File: src/hdl/lgbd_pkg.sv
package lgbd_pkg;

   localparam int PosW     = 17;
   localparam int CoordW   = 10;
   localparam int ColorW   = 9;
   localparam int BeamW    = 9;
   localparam int LightW   = 13;
   localparam int TrigW    = 2;
   localparam int OffsetW  = 4;
   localparam int PortW    = 5;
   localparam int CsrIdxW  = 2;
   localparam int CsrDataW = 13;
   localparam int ReqDataW = 48;
   localparam int RspDataW = 32;

   typedef enum logic [CsrIdxW-1:0] {
      CSR_LIGHT_HOLD    = 2'd0,
      CSR_TRIGGER_HOLD  = 2'd1,
      CSR_TARGET_OFFSET = 2'd2
   } csr_index_type;

   localparam logic KIND_TICK = 1'b0;
   localparam logic KIND_READ = 1'b1;

   localparam logic [LightW-1:0]  LIGHT_HOLD_RESET    = 13'd5456;
   localparam logic [TrigW-1:0]   TRIGGER_HOLD_RESET  = 2'd2;
   localparam logic [OffsetW-1:0] TARGET_OFFSET_RESET = 4'd3;

   localparam logic signed [CoordW-1:0] COL_RESET = 10'sd128;
   localparam logic signed [CoordW-1:0] ROW_RESET = 10'sd120;

   localparam logic signed [CoordW-1:0] SCREEN_W = 10'sd256;
   localparam logic signed [CoordW-1:0] SCREEN_H = 10'sd240;

   localparam logic signed [CoordW:0] COL_MIN = -11'sd16;
   localparam logic signed [CoordW:0] COL_MAX = 11'sd272;
   localparam logic signed [CoordW:0] ROW_MIN = -11'sd16;
   localparam logic signed [CoordW:0] ROW_MAX = 11'sd256;

   localparam int          BRIGHT_BIT   = 5;
   localparam logic [3:0]  BRIGHT_LIMIT = 4'hD;

   localparam int PORT_TRIGGER_BIT = 4;
   localparam int PORT_DARK_BIT    = 3;

   typedef struct packed {
      logic                     kind;
      logic [PosW-1:0]          pos;
      logic [ColorW-1:0]        pixel_color;
      logic signed [CoordW-1:0] delta_x;
      logic signed [CoordW-1:0] delta_y;
      logic                     trigger_pressed;
   } item_type;

   typedef struct packed {
      logic signed [CoordW-1:0] cursor_col;
      logic signed [CoordW-1:0] cursor_row;
      logic                     outside;
      logic [LightW-1:0]        light_count;
      logic [TrigW-1:0]         trigger_count;
      logic                     trigger_lock;
      logic [PosW-1:0]          last_position;
   } state_type;

   typedef struct packed {
      logic [LightW-1:0]  light_hold;
      logic [TrigW-1:0]   trigger_hold;
      logic [OffsetW-1:0] target_offset;
   } cfg_type;

   typedef struct packed {
      logic [PortW-1:0]         port_value;
      logic signed [CoordW-1:0] cursor_x;
      logic signed [CoordW-1:0] cursor_y;
      logic                     off_screen;
   } result_type;

   function automatic logic signed [CoordW-1:0] clamp_coord(
      input logic signed [CoordW:0] v,
      input logic signed [CoordW:0] lo,
      input logic signed [CoordW:0] hi
   );
      logic signed [CoordW:0] r;
      if (v < lo) begin
         r = lo;
      end else if (v > hi) begin
         r = hi;
      end else begin
         r = v;
      end
      return r[CoordW-1:0];
   endfunction

endpackage

File: src/hdl/lgbd_req_stage.sv
module lgbd_req_stage #(
   parameter int DOTS_PER_LINE = 341
) (
   input  logic                            clock,
   input  logic                            reset,
   input  logic                            req_tvalid,
   output logic                            req_tready,
   input  logic                            req_tuser,  // kind
   // beam_line, beam_dot, pixel_color, delta_x, delta_y, trigger_pressed
   input  logic [lgbd_pkg::ReqDataW-1:0]   req_tdata,
   input  logic                            advance,
   output logic                            item_valid,
   output lgbd_pkg::item_type              item
);
   import lgbd_pkg::*;

   localparam logic [PosW-1:0] Dots = PosW'(DOTS_PER_LINE);

   logic            valid_ff, valid_in;
   item_type        item_ff, item_in;
   logic [PosW-1:0] line_ext, dot_ext;

   assign req_tready = !valid_ff || advance;

   // raster position of the beam, wrapping to the position width
   assign line_ext = PosW'(req_tdata[BeamW-1:0]);
   assign dot_ext  = PosW'(req_tdata[2*BeamW-1:BeamW]);

   always_comb begin
      valid_in = req_tready ? req_tvalid : valid_ff;
      item_in.kind            = req_tuser;
      item_in.pos             = line_ext * Dots + dot_ext;
      item_in.pixel_color     = req_tdata[26:18];
      item_in.delta_x         = req_tdata[36:27];
      item_in.delta_y         = req_tdata[46:37];
      item_in.trigger_pressed = req_tdata[47];
   end

   always_ff @(posedge clock) begin
      if (reset) begin
         valid_ff <= 1'b0;
      end else begin
         valid_ff <= valid_in;
      end
   end

   always_ff @(posedge clock) begin
      if (req_tvalid && req_tready) begin
         item_ff <= item_in;
      end
   end

   assign item_valid = valid_ff;
   assign item       = item_ff;

endmodule

File: src/hdl/lgbd_update.sv
module lgbd_update #(
   parameter int DOTS_PER_LINE = 341
) (
   input  lgbd_pkg::item_type   item,
   input  lgbd_pkg::state_type  state,
   input  lgbd_pkg::cfg_type    cfg,
   output lgbd_pkg::state_type  state_next,
   output lgbd_pkg::result_type result
);
   import lgbd_pkg::*;

   localparam logic [PosW-1:0] Dots = PosW'(DOTS_PER_LINE);

   logic [PosW-1:0]        target;
   logic                   bright, hit, wrap;
   logic signed [CoordW:0] sum_x, sum_y;
   logic signed [CoordW-1:0] new_col, new_row;
   logic [PortW-1:0]       port;

   // target only matters while the cursor is on screen, so row and col are non-negative
   assign target = PosW'(state.cursor_row[CoordW-1:0]) * Dots
                 + PosW'(state.cursor_col[CoordW-1:0])
                 + PosW'(cfg.target_offset);

   assign bright = item.pixel_color[BRIGHT_BIT] && (item.pixel_color[3:0] < BRIGHT_LIMIT);
   assign hit    = !state.outside && (item.pos >= target) && (state.last_position < target)
                 && bright;
   assign wrap   = item.pos < state.last_position;

   assign sum_x   = {state.cursor_col[CoordW-1], state.cursor_col}
                  + {item.delta_x[CoordW-1], item.delta_x};
   assign sum_y   = {state.cursor_row[CoordW-1], state.cursor_row}
                  + {item.delta_y[CoordW-1], item.delta_y};
   assign new_col = clamp_coord(sum_x, COL_MIN, COL_MAX);
   assign new_row = clamp_coord(sum_y, ROW_MIN, ROW_MAX);

   always_comb begin
      state_next = state;
      port       = '0;
      if (item.kind == KIND_READ) begin
         if (item.trigger_pressed && !state.trigger_lock) begin
            state_next.trigger_count = cfg.trigger_hold;
            state_next.trigger_lock  = 1'b1;
         end else if (!item.trigger_pressed) begin
            state_next.trigger_lock = 1'b0;
         end
         port[PORT_TRIGGER_BIT] = state_next.trigger_count != '0;
         port[PORT_DARK_BIT]    = state_next.light_count == '0;
      end else begin
         if (state.light_count != '0) begin
            state_next.light_count = state.light_count - 1'b1;
         end
         if (hit) begin
            state_next.light_count = cfg.light_hold;
         end
         if (wrap) begin
            if (state.trigger_count != '0) begin
               state_next.trigger_count = state.trigger_count - 1'b1;
            end
            state_next.cursor_col = new_col;
            state_next.cursor_row = new_row;
            state_next.outside    = new_col[CoordW-1] || new_row[CoordW-1]
                                  || (new_col >= SCREEN_W) || (new_row >= SCREEN_H);
         end
         state_next.last_position = item.pos;
      end
   end

   always_comb begin
      result.port_value = port;
      result.cursor_x   = state_next.cursor_col;
      result.cursor_y   = state_next.cursor_row;
      result.off_screen = state_next.outside;
   end

endmodule

File: src/hdl/light_gun_beam_detector_core.sv
// Light gun beam detector core.
// Requests arrive on the req_ channel: req_tuser is the kind (0 = tick of two
// dots, 1 = port read), req_tdata carries beam line/dot, pixel colour, motion
// deltas and the trigger level. Each request gives exactly one response on the
// rsp_ channel with the port bits, the clamped cursor and the off-screen flag.
// A request is registered in the request register on acceptance, and its response
// is written to the output register, with rsp_tvalid, when the request leaves it.
// One request is taken every cycle while the response is not stalled: the
// cursor and counter update is a single combinational pass from the request
// register into the state and response registers, set by the beam position
// multiply and compares.
// When the receiver stalls the response holds, one more request is held in the
// request register, and req_tready then drops until rsp_tready returns.
// Synchronous reset empties both registers, sets the cursor to 128,120 on
// screen, clears the light and trigger counters and loads the register
// defaults (light hold 5456, trigger hold 2, target offset 3).
// csr_ writes are taken on any cycle with csr_we high; index 3 is ignored.
module light_gun_beam_detector_core #(
   parameter int DOTS_PER_LINE = 341
) (
   input  logic                            clock,
   input  logic                            reset,
   input  logic                            req_tvalid,
   output logic                            req_tready,
   input  logic                            req_tuser,  // kind
   // beam_line, beam_dot, pixel_color, delta_x, delta_y, trigger_pressed
   input  logic [lgbd_pkg::ReqDataW-1:0]   req_tdata,
   output logic                            rsp_tvalid,
   input  logic                            rsp_tready,
   // port_value, cursor_x, cursor_y, off_screen, zero fill
   output logic [lgbd_pkg::RspDataW-1:0]   rsp_tdata,
   input  logic                            csr_we,
   input  logic [lgbd_pkg::CsrIdxW-1:0]    csr_index,
   input  logic [lgbd_pkg::CsrDataW-1:0]   csr_wdata
);
   import lgbd_pkg::*;

   logic       advance, item_valid, fire;
   item_type   item;
   state_type  state_ff, state_in;
   cfg_type    cfg_ff, cfg_in;
   result_type result;
   result_type rsp_data_ff;
   logic       rsp_valid_ff, rsp_valid_in;

   assign advance = !rsp_valid_ff || rsp_tready;
   assign fire    = item_valid && advance;

   lgbd_req_stage #(
      .DOTS_PER_LINE(DOTS_PER_LINE)
   ) u_req_stage (
      .clock      (clock),
      .reset      (reset),
      .req_tvalid (req_tvalid),
      .req_tready (req_tready),
      .req_tuser  (req_tuser),
      .req_tdata  (req_tdata),
      .advance    (advance),
      .item_valid (item_valid),
      .item       (item)
   );

   lgbd_update #(
      .DOTS_PER_LINE(DOTS_PER_LINE)
   ) u_update (
      .item       (item),
      .state      (state_ff),
      .cfg        (cfg_ff),
      .state_next (state_in),
      .result     (result)
   );

   always_comb begin
      cfg_in = cfg_ff;
      if (csr_we) begin
         unique case (csr_index)
            CSR_LIGHT_HOLD:    cfg_in.light_hold    = csr_wdata[LightW-1:0];
            CSR_TRIGGER_HOLD:  cfg_in.trigger_hold  = csr_wdata[TrigW-1:0];
            CSR_TARGET_OFFSET: cfg_in.target_offset = csr_wdata[OffsetW-1:0];
            default:           cfg_in = cfg_ff;
         endcase
      end
   end

   assign rsp_valid_in = advance ? item_valid : rsp_valid_ff;

   always_ff @(posedge clock) begin
      if (reset) begin
         cfg_ff.light_hold    <= LIGHT_HOLD_RESET;
         cfg_ff.trigger_hold  <= TRIGGER_HOLD_RESET;
         cfg_ff.target_offset <= TARGET_OFFSET_RESET;
         state_ff.cursor_col    <= COL_RESET;
         state_ff.cursor_row    <= ROW_RESET;
         state_ff.outside       <= 1'b0;
         state_ff.light_count   <= '0;
         state_ff.trigger_count <= '0;
         state_ff.trigger_lock  <= 1'b0;
         state_ff.last_position <= '0;
         rsp_valid_ff <= 1'b0;
      end else begin
         cfg_ff       <= cfg_in;
         rsp_valid_ff <= rsp_valid_in;
         if (fire) begin
            state_ff <= state_in;
         end
      end
   end

   always_ff @(posedge clock) begin
      if (fire) begin
         rsp_data_ff <= result;
      end
   end

   assign rsp_tvalid = rsp_valid_ff;
   assign rsp_tdata  = {6'b0, rsp_data_ff.off_screen, rsp_data_ff.cursor_y,
                        rsp_data_ff.cursor_x, rsp_data_ff.port_value};

   // off-screen flag follows the stored cursor
   a_outside_consistent: assert property (@(posedge clock) disable iff (reset)
      state_ff.outside == (state_ff.cursor_col[CoordW-1] || state_ff.cursor_row[CoordW-1]
         || (state_ff.cursor_col >= SCREEN_W) || (state_ff.cursor_row >= SCREEN_H)))
      else $error("off-screen flag disagrees with cursor");

   a_cursor_clamped: assert property (@(posedge clock) disable iff (reset)
      (state_ff.cursor_col >= CoordW'(COL_MIN)) && (state_ff.cursor_col <= CoordW'(COL_MAX))
      && (state_ff.cursor_row >= CoordW'(ROW_MIN)) && (state_ff.cursor_row <= CoordW'(ROW_MAX)))
      else $error("cursor outside clamp range");

   // back-pressure only ever comes from a stalled response
   a_ready_only_on_stall: assert property (@(posedge clock) disable iff (reset)
      !req_tready |-> (rsp_valid_ff && !rsp_tready))
      else $error("request stalled without a stalled response");

   a_response_follows_fire: assert property (@(posedge clock) disable iff (reset)
      fire |=> rsp_valid_ff)
      else $error("processed request gave no response");

endmodule
File: config.mk
export PLATFORM = sky130hd
export DESIGN_NAME = light_gun_beam_detector_core
export DESIGN_NICKNAME = d
export VERILOG_FILES = /design/src/hdl/lgbd_pkg.sv /design/src/hdl/lgbd_req_stage.sv /design/src/hdl/lgbd_update.sv /design/src/hdl/light_gun_beam_detector_core.sv
export SDC_FILE = /design/constraint.sdc
export NUM_CORES = 1
export LEC_CHECK = 0
export ABC_AREA = 1
export BUFFER_PORTS_ARGS = -buffer_cell sky130_fd_sc_hd__buf_2
export CAP_MARGIN = 20
export CORE_MARGIN = 3
export CORE_UTILIZATION = 55
export CTS_CLUSTER_SIZE = 14
export DETAILED_ROUTE_END_ITERATION = 16
export GPL_TIMING_DRIVEN = 0
export PLACE_DENSITY_LB_ADDON = 0.12
export SYNTH_ARGS = -nofsm -noshare
export SYNTH_HDL_FRONTEND = slang
export SYNTH_HIERARCHICAL = 1
export SYNTH_SLANG_ARGS = --single-unit
File: constraint.sdc
create_clock -name clock -period 5.55 [get_ports clock]
set_input_delay 0.2775 -clock clock [delete_from_list [all_inputs] [get_ports clock]]
set_output_delay 0.2775 -clock clock [all_outputs]
set_load 0.005 [all_outputs]
### Word level (Yosys, flattened, before mapping)

Index checks and enable logic that the tools add are counted.

| operators by class | value |
|---|---|
| add/sub/neg operators | 7 |
| multipliers | 2 |
| divide/modulo/power cells | 0 |
| order comparisons | 10 |
| eq/ne operators | 3 |
| shift-type cells | 0 |
| multiplexer cells | 15 |
| bitwise gates (word level) | 1 |
| reduce and logical (&&, ||, !) cells | 31 |

Operator list:

| cell | number |
|---|---|
| 10-bit two-way mux | 4 |
| 17-bit less-than comparator | 2 |
| 34-bit two-way mux | 1 |
| 13-bit two-way mux | 2 |
| 10-bit by 10-bit adder with 11-bit output | 2 |
| 11-bit by 10-bit > comparator with 1-bit output, second input constant | 2 |
| 11-bit by 5-bit less-than comparator with 1-bit output, second input constant | 2 |
| 21-bit two-way mux | 1 |
| 17-bit by 10-bit adder with 17-bit output | 1 |
| 17-bit by 4-bit adder with 17-bit output | 1 |
| 17-bit by 9-bit adder with 17-bit output | 1 |
| 17-bit >= comparator | 1 |
| 10-bit by 9-bit multiplier with 17-bit output, second input constant | 1 |
| 9-bit by 9-bit multiplier with 17-bit output, second input constant | 1 |
| 13-bit logical NOT | 1 |
| 13-bit nonzero test | 1 |
| 13-bit by 1-bit subtractor with 13-bit output, second input constant | 1 |
| 10-bit >= comparator, second input constant | 1 |
| 10-bit by 9-bit >= comparator with 1-bit output, second input constant | 1 |
| 2-bit two-way mux | 5 |
| 2-bit nonzero test | 5 |
| 3-bit AND reduction | 3 |
| 2-bit AND reduction | 4 |
| 1-bit logical AND | 7 |
| 10 further kinds | 18 |

| word-level totals | value |
|---|---|
| register bits after elaboration | 143 |
| bits in latches | 0 |
| memory bits (writable) | 0 |
| memory bits (read-only) | 0 |
| input port bits | 69 |
| word-level logic and storage cells | 91 |
| memories | 0 |

### Logic depth before layout (Yosys ltp)

| depth | value |
|---|---|
| word-level depth | 9 |
| mapped depth | 38 |

### Hierarchy

Netlist, hierarchy kept.

By module, submodules not included:

| module | times used | cells an instance | area each (um^2) | sequential area each (um^2) |
|---|---|---|---|---|
| lgbd_update | 1 | 908 | 5824.3 | 0.0 |
| light_gun_beam_detector_core | 1 | 493 | 4216.5 | 2262.2 |
| lgbd_req_stage | 1 | 344 | 3475.8 | 1461.4 |

### Worst setup path after synthesis

OpenSTA, ideal clock, no wires.

| timing path | value |
|---|---|
| path type | register -> register |
| from | reg state_ff[35] (netlist name) |
| to | reg state_ff[31] (netlist name) |
| library setup time | 0.113 ns |
| arrival time | 5.610 ns |
| slack | -0.173 ns |
| stages on the path, launching flop included | 37 |
| path buffers | 1 |
| period minus slack after synthesis | 5.723 ns |
| path through | dfxtp_1 -> ha_1 -> fa_1 -> inv_1 -> fa_1 -> inv_1 -> fa_1 -> inv_1 -> fa_1 -> inv_1 -> ha_1 -> nand2_2 -> inv_2 -> nand2_1 -> nand2_1 -> a21oi_1 -> nor2_1 -> nor2_1 -> xor2_1 -> ha_1 -> nand2_1 -> nor2_1 -> a211oi_1 -> nand2_1 -> nand2_1 -> nand3_1 -> nand2_1 -> nand2_2 -> a21oi_4 -> buf_6 -> nand3_1 -> nand3_1 -> nand2_1 -> inv_1 -> nand3_2 -> nand2_1 -> nor2_1 |

| between the ends | value |
|---|---|
| cells in the longest elaborated chain, start to end | 9 |
| elaborated cells on any way between the ends | 11 |
| classes of those cells | add/sub: 2; mul: 1; order compare: 2; mux: 1; reduce/logical: 5 |

Ends and longest elaborated chain:

| what | line | text |
|---|---|---|
| start: declaration | light_gun_beam_detector_core.sv:40 | `state_type state_ff, state_in;` |
| start signal: assignment | light_gun_beam_detector_core.sv:104 | `state_ff <= state_in;` |
| 10-bit by 9-bit multiplier with 17-bit output * | lgbd_update.sv:21 | `assign target = PosW'(state.cursor_row[CoordW-1:0]) * Dots` |
| 17-bit by 10-bit adder with 17-bit output * | lgbd_update.sv:22 | `+ PosW'(state.cursor_col[CoordW-1:0])` |
| 17-bit by 4-bit adder with 17-bit output * | lgbd_update.sv:23 | `+ PosW'(cfg.target_offset);` |
| 17-bit >= comparator | lgbd_update.sv:26 | `assign hit = !state.outside && (item.pos >= target) && (state.last_position < target)` |
| 1-bit logical AND | lgbd_update.sv:26 |  |
| 1-bit logical AND * | lgbd_update.sv:26 |  |
| 1-bit logical AND * | lgbd_update.sv:27 | `&& bright;` |
| 2-bit nonzero test (no source line) | n/a |  |
| 3-bit AND reduction (no source line) | n/a |  |

Mark *: on every way between the ends. The rest lies on a longest branch, timed or not.
A chain may end at the register's enable or synchronous reset.

### Final worst setup path

| timing path | value |
|---|---|
| from | reg state_ff[37] (netlist name) |
| to | reg state_ff[27] (netlist name) |

The elaborated chain is that of the path after synthesis.

==> run summary <==
Port Buf Inserts - 91
Unrepaired setup endpoints after global routing - true
Total DRC errors in the routed layout - 0
Post-detailed-route count of antenna-violating nets - 0
Largest stage delay on the critical path - 540 ps
Global routing usage summed across all routing layers - 25.36%
Drt initial violations - 667
Wire length of the first global-routing pass - 53.61 mm
Vias in the first global route - 11240
Clock period minus final worst setup slack - 5922 ps
Net switching share of the total power - 46.93%
Setup violation total in the final timing report - 13
CP delay by family, top - adder cells
Vias post-DR - 11490
Overall die height - 162.1 µm
Critical Path End Type - register
Worst Setup Slack, final - -371.5 ps
Effective utilization at floorplan - 56.57%
Reg2reg setup slack - -370 ps
Post-detail-place hpwl - 25.53 mm
Number of nets in the layout - 2194
Largest net degree at the start of global routing - 27
Worst Reg2Reg Path Length in Cells - 36
Maximum level of the CTS H-tree - 4
Post-synthesis instance area - 13400 µm²
Final-layout setup total negative slack - -4370 ps
Number of warnings issued by yosys - 6
Power density normalized to cell area - 464.5 nW/µm²
Net switching power - 3379 µW
Antenna violations before repair - 0
Number of maximum-capacitance violations - 0
Fraction of power consumed by combinational cells - 64.3%
Critical register-to-register path startpoint - state_ff[37]$_SDFFE_PP1P_
Row Count - 56
Total count of hold-check failures in the final report - 0
Clock input transition at the sequential cells of the worst setup and hold paths - 70 ps
Outcome - finished with violations
Final instance area - 15500 µm²
First-pass iteration count of the detailed router - 6
Internal Pwr Total - 3821 µW
Post-route clock period utilization - 106.7%
Number of instances in the synthesized netlist - 1741
Slew Limit Headroom - 43.26%
Hold depth - 1
Die width - 162.1 µm
Area grow syn2layout - 15.71%
Overall power consumption - 7201 µW
Overflow left after global routing - 0
Routed wire length - 32.70 mm
Final setup skew - 12.07 ps
Routability congestion estimate from global placement - 0.8779
CP Max Fanout - 5
Placeable Area - 23680 µm²
I/O pin count - 103
FF-to-FF End - state_ff[27]$_SDFFE_PP0P_
Nature of the critical path startpoint - register
Post-Synthesis Mean Instance Area - 7.695 µm²
Actual slew at the worst max-slew pin - 849.2 ps
Data arrival time at the worst-slack endpoint - 6250 ps
Clk root buf - sky130_fd_sc_hd__clkbuf_16
Clock power frac - 16.0%
Total leakage power - 0.008058 µW
Hold-critical path endpoint - u_req_stage/item[0]$_DFFE_PP_
Worst Min Path Start - req_tdata[47]
Cell with the largest stage delay on the worst path - sky130_fd_sc_hd__fa_1
Per-cell routed wire length - 14.70 µm
Number of slew-limit violations in the final report - 0
Insertion delay to the later sink of the worst-skew pair - 430 ps
Fraction of final layout cells sized beyond drive strength 1 - 18.74%
Num CTS Buffers - 17
Worst VDD drop - 0.3216 mV
Filler Cells Inserted - 2119
Full die area - 26270 µm²
Cell Area, Placed - 14340 µm²
Violated checks - setup timing
Critical Setup Path Class - reg -> reg
Buf/Inv on CP - 7
Maximum achievable frequency - 0.1689 GHz
Required time at the worst-slack endpoint - 5880 ps
Path type of the worst min-delay path - in -> reg
Number of sinks handled by clock tree synthesis - 145
Per-cell via count in the routed design - 5.165
Most numerous cell on the critical path - sky130_fd_sc_hd__nand2_1
Part of the power in registers - 19.7%
Worst-case clock buffer depth - 2
Ant diodes - 0
Clock tree from TritonCTS - built
-- worst max-delay path by stage --
stage / start / to / cells past startpoint
3_3_place_gp: state_ff[38]$_SDFFE_PP1P_ / state_ff[23]$_SDFFE_PP0P_ / 32
5_1_grt: state_ff[37]$_SDFFE_PP1P_ / state_ff[31]$_SDFFE_PP0P_ / 35
2_1_floorplan: state_ff[38]$_SDFFE_PP1P_ / state_ff[31]$_SDFFE_PP0P_ / 32
4_1_cts: state_ff[37]$_SDFFE_PP1P_ / state_ff[32]$_SDFFE_PP0P_ / 37
3_5_place_dp: state_ff[38]$_SDFFE_PP1P_ / state_ff[23]$_SDFFE_PP0P_ / 32
6_report: state_ff[37]$_SDFFE_PP1P_ / state_ff[27]$_SDFFE_PP0P_ / 36
-- through the flow --
| stage | util, % | worst slack (ps) | instances | hold WS, ps |
|---|---|---|---|---|
| floorplan | - | 67.46 | 1748 | 346.6 |
| global placement | 60.43 | -634.0 | 2158 | 440.3 |
| detailed placement | 60.56 | -667.7 | 2159 | 451.6 |
| CTS | 64.84 | -314.0 | 2219 | 0.3405 |
| global route | 65.45 | -678.2 | 2224 | 1.794 |
| finish | 65.45 | -371.5 | 2224 | 14.58 |
-- layer usage --
metal / global-route usage (%) / up-vias / routed length, µm
met5: 0 / - / 0
met4: 7.561 / 0 / 736
met3: 4.132 / 49 / 1555
met2: 44.59 / 266 / 15910
met1: 32.12 / 5293 / 14490
li1: - / 5879 / -
-- flip-flops by register name, summed over array words and instances, names as in the netlist --
register and count:
cfg_ff 19, rsp_tdata 26, rsp_tvalid 1, state_ff 54
u_req_stage/item 44, u_req_stage/item_valid 1
-- power by group through the flow --
stage / sequential [µW] / combinational, µW / clock, µW
after floorplan: 1400 / 3190 / 0
after global placement: 1450 / 3950 / 0
after detailed placement: 1450 / 4060 / 0
after CTS: 1420 / 4450 / 1170
after global routing: 1440 / 5260 / 1210
final: 1420 / 4630 / 1150
-- placed cells by master, fill, tap and decap left out, types with 9 or more instances in the layout --
cell / n
sky130_fd_sc_hd__buf_6: 17
sky130_fd_sc_hd__inv_2: 22
sky130_fd_sc_hd__nand2_1: 373
sky130_fd_sc_hd__a21oi_1: 73
sky130_fd_sc_hd__nand4_1: 15
sky130_fd_sc_hd__edfxtp_1: 70
sky130_fd_sc_hd__nor3_1: 16
sky130_fd_sc_hd__a21oi_2: 37
sky130_fd_sc_hd__dfxtp_1: 65
sky130_fd_sc_hd__clkbuf_16: 17
sky130_fd_sc_hd__inv_1: 302
sky130_fd_sc_hd__conb_1: 9
sky130_fd_sc_hd__dlygate4sd3_1: 12
sky130_fd_sc_hd__clkbuf_1: 11
sky130_fd_sc_hd__xor2_1: 29
sky130_fd_sc_hd__ha_1: 176
sky130_fd_sc_hd__nand3_2: 25
sky130_fd_sc_hd__nor2_1: 114
sky130_fd_sc_hd__dfxtp_4: 10
sky130_fd_sc_hd__fa_1: 49
sky130_fd_sc_hd__o21ai_0: 36
sky130_fd_sc_hd__buf_4: 51
sky130_fd_sc_hd__nand2_2: 17
sky130_fd_sc_hd__nand3_1: 150
sky130_fd_sc_hd__buf_2: 109
-- layout make-up --
cell class | count | area (µm²) | share of cell area, %
Tap cell | 319 | 399.1 | 2.575
Inverter | 325 | 1220 | 7.870
Clock buffer | 17 | 425.4 | 2.744
Clock inverter | 15 | 170.2 | 1.098
Sequential cell | 145 | 3641 | 23.49
Buffer | 77 | 548.0 | 3.535
Timing Repair Buffer | 125 | 780.7 | 5.037
Multi-Input combinational cell | 1201 | 8317 | 53.65
-- repair_timing --
| action | in CTS | in global routing |
|---|---|---|
| setup endpoints to repair | 13 | 13 |
| hold buffers | 12 | 0 |
| gates cloned | 2 | 0 |
| setup buffers | 14 | 4 |
| pin swaps | 28 | 16 |
| endpoints found under the hold margin | 12 | 0 |
| resized for setup | 46 | 23 |
Power figures use the tool's default switching activity.
